[config.mk]
export PLATFORM = sky130hd
export DESIGN_NAME = srfu_front
export DESIGN_NICKNAME = d
export VERILOG_FILES = /design/src/hdl/srfu_pkg.sv /design/src/hdl/srfu_front.sv
export VERILOG_INCLUDE_DIRS = /design/src /design/src/hdl
export SDC_FILE = /design/constraint.sdc
export NUM_CORES = 1
export LEC_CHECK = 0
export ABC_AREA = 1
export BUFFER_PORTS_ARGS = -buffer_cell sky130_fd_sc_hd__buf_4
export CAP_MARGIN = 20
export CORE_AREA = 2 2 104 106
export DETAILED_ROUTE_END_ITERATION = 8
export DIE_AREA = 0 0 106 108
export PLACE_DENSITY = 0.75
export SLEW_MARGIN = 10
export SYNTH_ARGS = -nofsm -noshare
export SYNTH_HDL_FRONTEND = slang
export SYNTH_SLANG_ARGS = --single-unit
[constraint.sdc]
create_clock -name i_clk -period 7.9 [get_ports i_clk]
set_clock_uncertainty 0.05 [all_clocks]
set_input_delay 0.79 -clock i_clk [delete_from_list [all_inputs] [get_ports i_clk]]
set_output_delay 0.79 -clock i_clk [all_outputs]
set_load 0.1 [all_outputs]
[src/hdl/shape_rasterizer_framebuffer_unit_defines.svh]
// ----------------------------------------------------------------------------
// shape rasterizer framebuffer unit assertion macros
// clocked on i_clk, disabled while i_rst_n is low
// ----------------------------------------------------------------------------
`ifndef SHAPE_RASTERIZER_FRAMEBUFFER_UNIT_DEFINES_SVH
`define SHAPE_RASTERIZER_FRAMEBUFFER_UNIT_DEFINES_SVH
`ifndef NO_ASSERTIONS
`define SRFU_ASSERT_ALWAYS(lbl, expr, msg) \
    lbl: assert property (@(posedge i_clk) disable iff (!i_rst_n) (expr)) else $error(msg);
`define SRFU_ASSERT_NEXT(lbl, ante, cons, msg) \
    lbl: assert property (@(posedge i_clk) disable iff (!i_rst_n) (ante) |=> (cons)) \
        else $error(msg);
`else
`define SRFU_ASSERT_ALWAYS(lbl, expr, msg)
`define SRFU_ASSERT_NEXT(lbl, ante, cons, msg)
`endif
`endif

[src/hdl/srfu_pkg.sv]
// ----------------------------------------------------------------------------
// srfu_pkg
// shared types and constants of the shape rasterizer framebuffer unit
// ----------------------------------------------------------------------------
`default_nettype none
package srfu_pkg;

    typedef logic signed [11:0] t_coord;

    typedef enum logic [2:0] {
        OP_RING  = 3'd0,
        OP_DISC  = 3'd1,
        OP_FRAME = 3'd2,
        OP_BLOCK = 3'd3,
        OP_LINE  = 3'd4,
        OP_CLEAR = 3'd5,
        OP_READ  = 3'd6,
        OP_NOP   = 3'd7
    } t_op;

    typedef struct packed {
        t_op               op;
        logic signed [9:0] x_a;
        logic signed [9:0] y_a;
        logic signed [9:0] x_b;
        logic signed [9:0] y_b;
        logic [7:0]        radius;
        logic [7:0]        glyph;
    } t_cmd;

    localparam int CFG_IDX_W = 2;
    localparam logic [CFG_IDX_W-1:0] CFG_CANVAS_WIDTH  = 2'd0;
    localparam logic [CFG_IDX_W-1:0] CFG_CANVAS_HEIGHT = 2'd1;

    localparam logic [7:0] BLANK_GLYPH = 8'h20;
    localparam logic [17:0] RING_SLACK = 18'd4;

endpackage
`default_nettype wire

[src/hdl/srfu_front.sv]
// ----------------------------------------------------------------------------
// srfu_front
// takes command words, decodes the request code and queues them
// ----------------------------------------------------------------------------
`default_nettype none
`include "shape_rasterizer_framebuffer_unit_defines.svh"
module srfu_front (
    input  wire                i_clk,
    input  wire                i_rst_n,
    input  wire                i_s_valid,
    output logic               o_s_ready,
    input  wire  [55:0]        i_s_data,
    input  wire  [2:0]         i_s_user,
    output logic               o_cmd_valid,
    output srfu_pkg::t_cmd     o_cmd,
    input  wire                i_cmd_pop
);
    import srfu_pkg::*;

    localparam int Q_DEPTH = 2;
    localparam int QI_W    = $clog2(Q_DEPTH);

    t_cmd              r_q [Q_DEPTH];
    logic [QI_W-1:0]   r_wp, r_rp;
    logic [QI_W:0]     r_count;
    t_cmd              w_cmd;
    t_op               w_op;
    logic              w_push;

    // every 3-bit request code maps onto one operation, code 7 is the no-op
    assign w_op = t_op'(i_s_user);

    assign w_cmd.op     = w_op;
    assign w_cmd.x_a    = $signed(i_s_data[9:0]);
    assign w_cmd.y_a    = $signed(i_s_data[19:10]);
    assign w_cmd.x_b    = $signed(i_s_data[29:20]);
    assign w_cmd.y_b    = $signed(i_s_data[39:30]);
    assign w_cmd.radius = i_s_data[47:40];
    assign w_cmd.glyph  = i_s_data[55:48];

    assign o_s_ready   = (r_count != (QI_W+1)'(Q_DEPTH));
    assign w_push      = i_s_valid && o_s_ready;
    assign o_cmd_valid = (r_count != '0);
    assign o_cmd       = r_q[r_rp];

    always_ff @(posedge i_clk) begin
        if (!i_rst_n) begin
            r_wp    <= '0;
            r_rp    <= '0;
            r_count <= '0;
        end else begin
            if (w_push) begin
                r_wp <= r_wp + 1'b1;
            end
            if (i_cmd_pop) begin
                r_rp <= r_rp + 1'b1;
            end
            r_count <= r_count + (QI_W+1)'(w_push) - (QI_W+1)'(i_cmd_pop);
        end
        if (w_push) begin
            r_q[r_wp] <= w_cmd;
        end
    end

    `SRFU_ASSERT_ALWAYS(a_pop_nonempty, !(i_cmd_pop && r_count == '0), "pop from empty queue")
    `SRFU_ASSERT_ALWAYS(a_count_bound, r_count <= (QI_W+1)'(Q_DEPTH), "queue overfilled")
    `SRFU_ASSERT_NEXT(a_push_count, w_push && !i_cmd_pop, r_count == $past(r_count) + 1'b1, "push lost")
endmodule
`default_nettype wire

==> reports/results.tsv <==
metric	value	unit
outcome	complete, no violations	
seq_area_frac_synth	80.5	%
boundaryPins	124	
worstReg2RegEnd	r_q[1][32]	
clk_pin_slew	60	ps
io_buffers	123	
final_common_cell	buf_4	
cts_setup_buffers	0	
finalSetupViolations	0	
wl	7870	um
post-route-drc-count	0	
syn_area_per_cell	20.8	um2
clk_path_buf_depth	2	
ys_warn_count	0	
cts_made_buffers	17	
cp-end-kind	primary output	
grt_pass1_wl	12100	um
cts_root_buf	clkbuf_8	
max-vdd-ir-drop	174	uV
r2r_slack	5680	ps
clock_sinks	123	
ys_ff_latch	123	
maxSlewViolCount	0	
hp-start	i_s_data[49]	
worstMarginPinSlew	780	ps
slowest_delay	600	ps
cp_data_arrival_time	2360	ps
multi_input_area	820	um2
die_y	108	um
syn_inst	217	
synth.net_count	281	
antennaDiodeCount	0	
wire_per_inst	15.6	um
wl_met2	3920	um
gp_congestion	0.709	
start_kind	flop	
hpwlAfterDp	4950	um
mostFrequentLayoutCells	126 x buf_4, 118 x edfxtp_1, 49 x mux2_2	
cts_tree	built	
p_leak	2.39	nW
ant_nets	0	
fillCellCount	765	
p_per_area	335	mW/mm2
rows	37	
hp-class	primary input to flop	
cts-hold-fix-buffers	0	
grt_util_all_layers	14.5	%
die_x	106	um
r2r-start	r_count[0]	
dieArea	0.0114	mm2
vias_per_cell	4.70	
synthToLayoutAreaGrowth	37.8	%
final_util	60.9	%
required	7060	ps
drive_above_1_share	59.5	%
slew_headroom	48.0	%
met1_length	3210	um
r2r_cells	5	
fin_cells	504	
rsz0062_at_grt	no	
initial_utilization	44.2	%
finalHoldViolCount	0	
synth_cell_type_count	14	
grt_max_degree	60	
whs_path_depth	1	
hold-path-endpoint	r_q[1][1]	
fmax	313	MHz
cp_max_fo	41	
grt_pass1_vias	2466	
min_period	3200	ps
final_net_count	419	
fin_total_pwr	2.09	mW
placedCellCount	472	
path_class	flop to primary output	
antenna_found_initial	0	
register_area	0.00364	mm2
path_cells	buf_4, mux2_2, buf_4	
syn-cell-area	0.00452	mm2
fp.coreArea	0.0102	mm2
wl_met3	615	um
drt_iter0_markers	103	
crit_top_cell	buf_4	
tns	0	ps
grt-ovfl-total	0	
max_cap_violations	0	
worst_skew_pair.late_latency	500	ps
ctsResizeCount	0	
highest_layer	met4	
cts.htree.levels	4	
post-route-period-util	40.5	%
firstDrtPassIters	4	
vias	2371	
worst_path_max_delay_cell	dfxtp_2	
[report_power, final]
part	leakage [nW]	total [mW]	switching [mW]	internal, mW
clock	0.302	0.818	0.274	0.544
sequential	1.14	0.796	0.0152	0.781
combinational	0.947	0.478	0.366	0.111
total	2.39	2.09	0.655	1.44
[kinds of logic (layout without fill, tap and decap cells)]
kind of cell / Yosys count / after routing / share of synthesized area (%)
flops: 123 / 123 / 80.5
fa+ha+maj: 1 / 1 / 0.277
compound gates: 1 / 1 / 0.111
xor+xnor: 1 / 1 / 0.194
buf+inv: 12 / 163 / 1.69
simple gates: 20 / 20 / 1.69
mux: 59 / 59 / 15.5
[through the flow]
| stage | setup slack [ps] | cell area [um2] | hold WS, ps |
|---|---|---|---|
| after global routing | 4560 | 6230 | 386 |
| after global placement | 5190 | 5600 | 426 |
| after detailed placement | 5200 | 5600 | 449 |
| final | 4700 | 6230 | 416 |
| after CTS | 4630 | 6230 | 388 |
| after floorplan | 3470 | 4520 | 413 |
[worst max-delay path, delay by kind of cell (launching register included)]
kind	cells	cell delay, ps
buffers and inverters	2	820
flip-flops	1	600
multiplexers	1	410
[worst max-delay path by stage]
| stage | startpoint | endpoint | slack (ps) | cells past startpoint |
|---|---|---|---|---|
| after floorplan | r_count[0] | r_q[1][0] | 3470 | 4 |
| after global placement | flop | o_cmd[7] | 5190 | 3 |
| after detailed placement | flop | o_cmd[7] | 5200 | 3 |
| after CTS | flop | o_cmd[30] | 4630 | 3 |
| after global routing | flop | o_cmd[36] | 4560 | 3 |
| final | flop | o_cmd[36] | 4700 | 3 |
[Yosys cell counts, drive strengths merged]
master	number	area, um2
inv	5	18.8
buf	7	57.6
edfxtp	118	3540
nand2	12	45.0
dfxtp	5	100
ha	1	12.5
nor2	7	26.3
nand3	1	5.00
xnor2	1	8.76
a21oi	1	5.00
mux2	59	702
[layout make-up]
cell class,instances,area share [%]
well taps,136,2.73
repair buffers,126,15.2
clock inverters,15,3.55
flip-flops and latches,123,58.5
inverters,5,0.301
multi-input cells,82,13.1
clock buffers,17,6.64
[registers in the layout, summed over array words and instances (netlist names), named ones only]
name and cells:
r_count 2, r_q 118, r_rp 1, r_wp 1
[routing by layer]
metal  GRT usage, %  vias up
met3           6.51       13
met5              0        -
met2           24.0       92
met4           6.30        0
met1           16.3     1149
li1               -     1117
(Power assumes the default switching activity.)
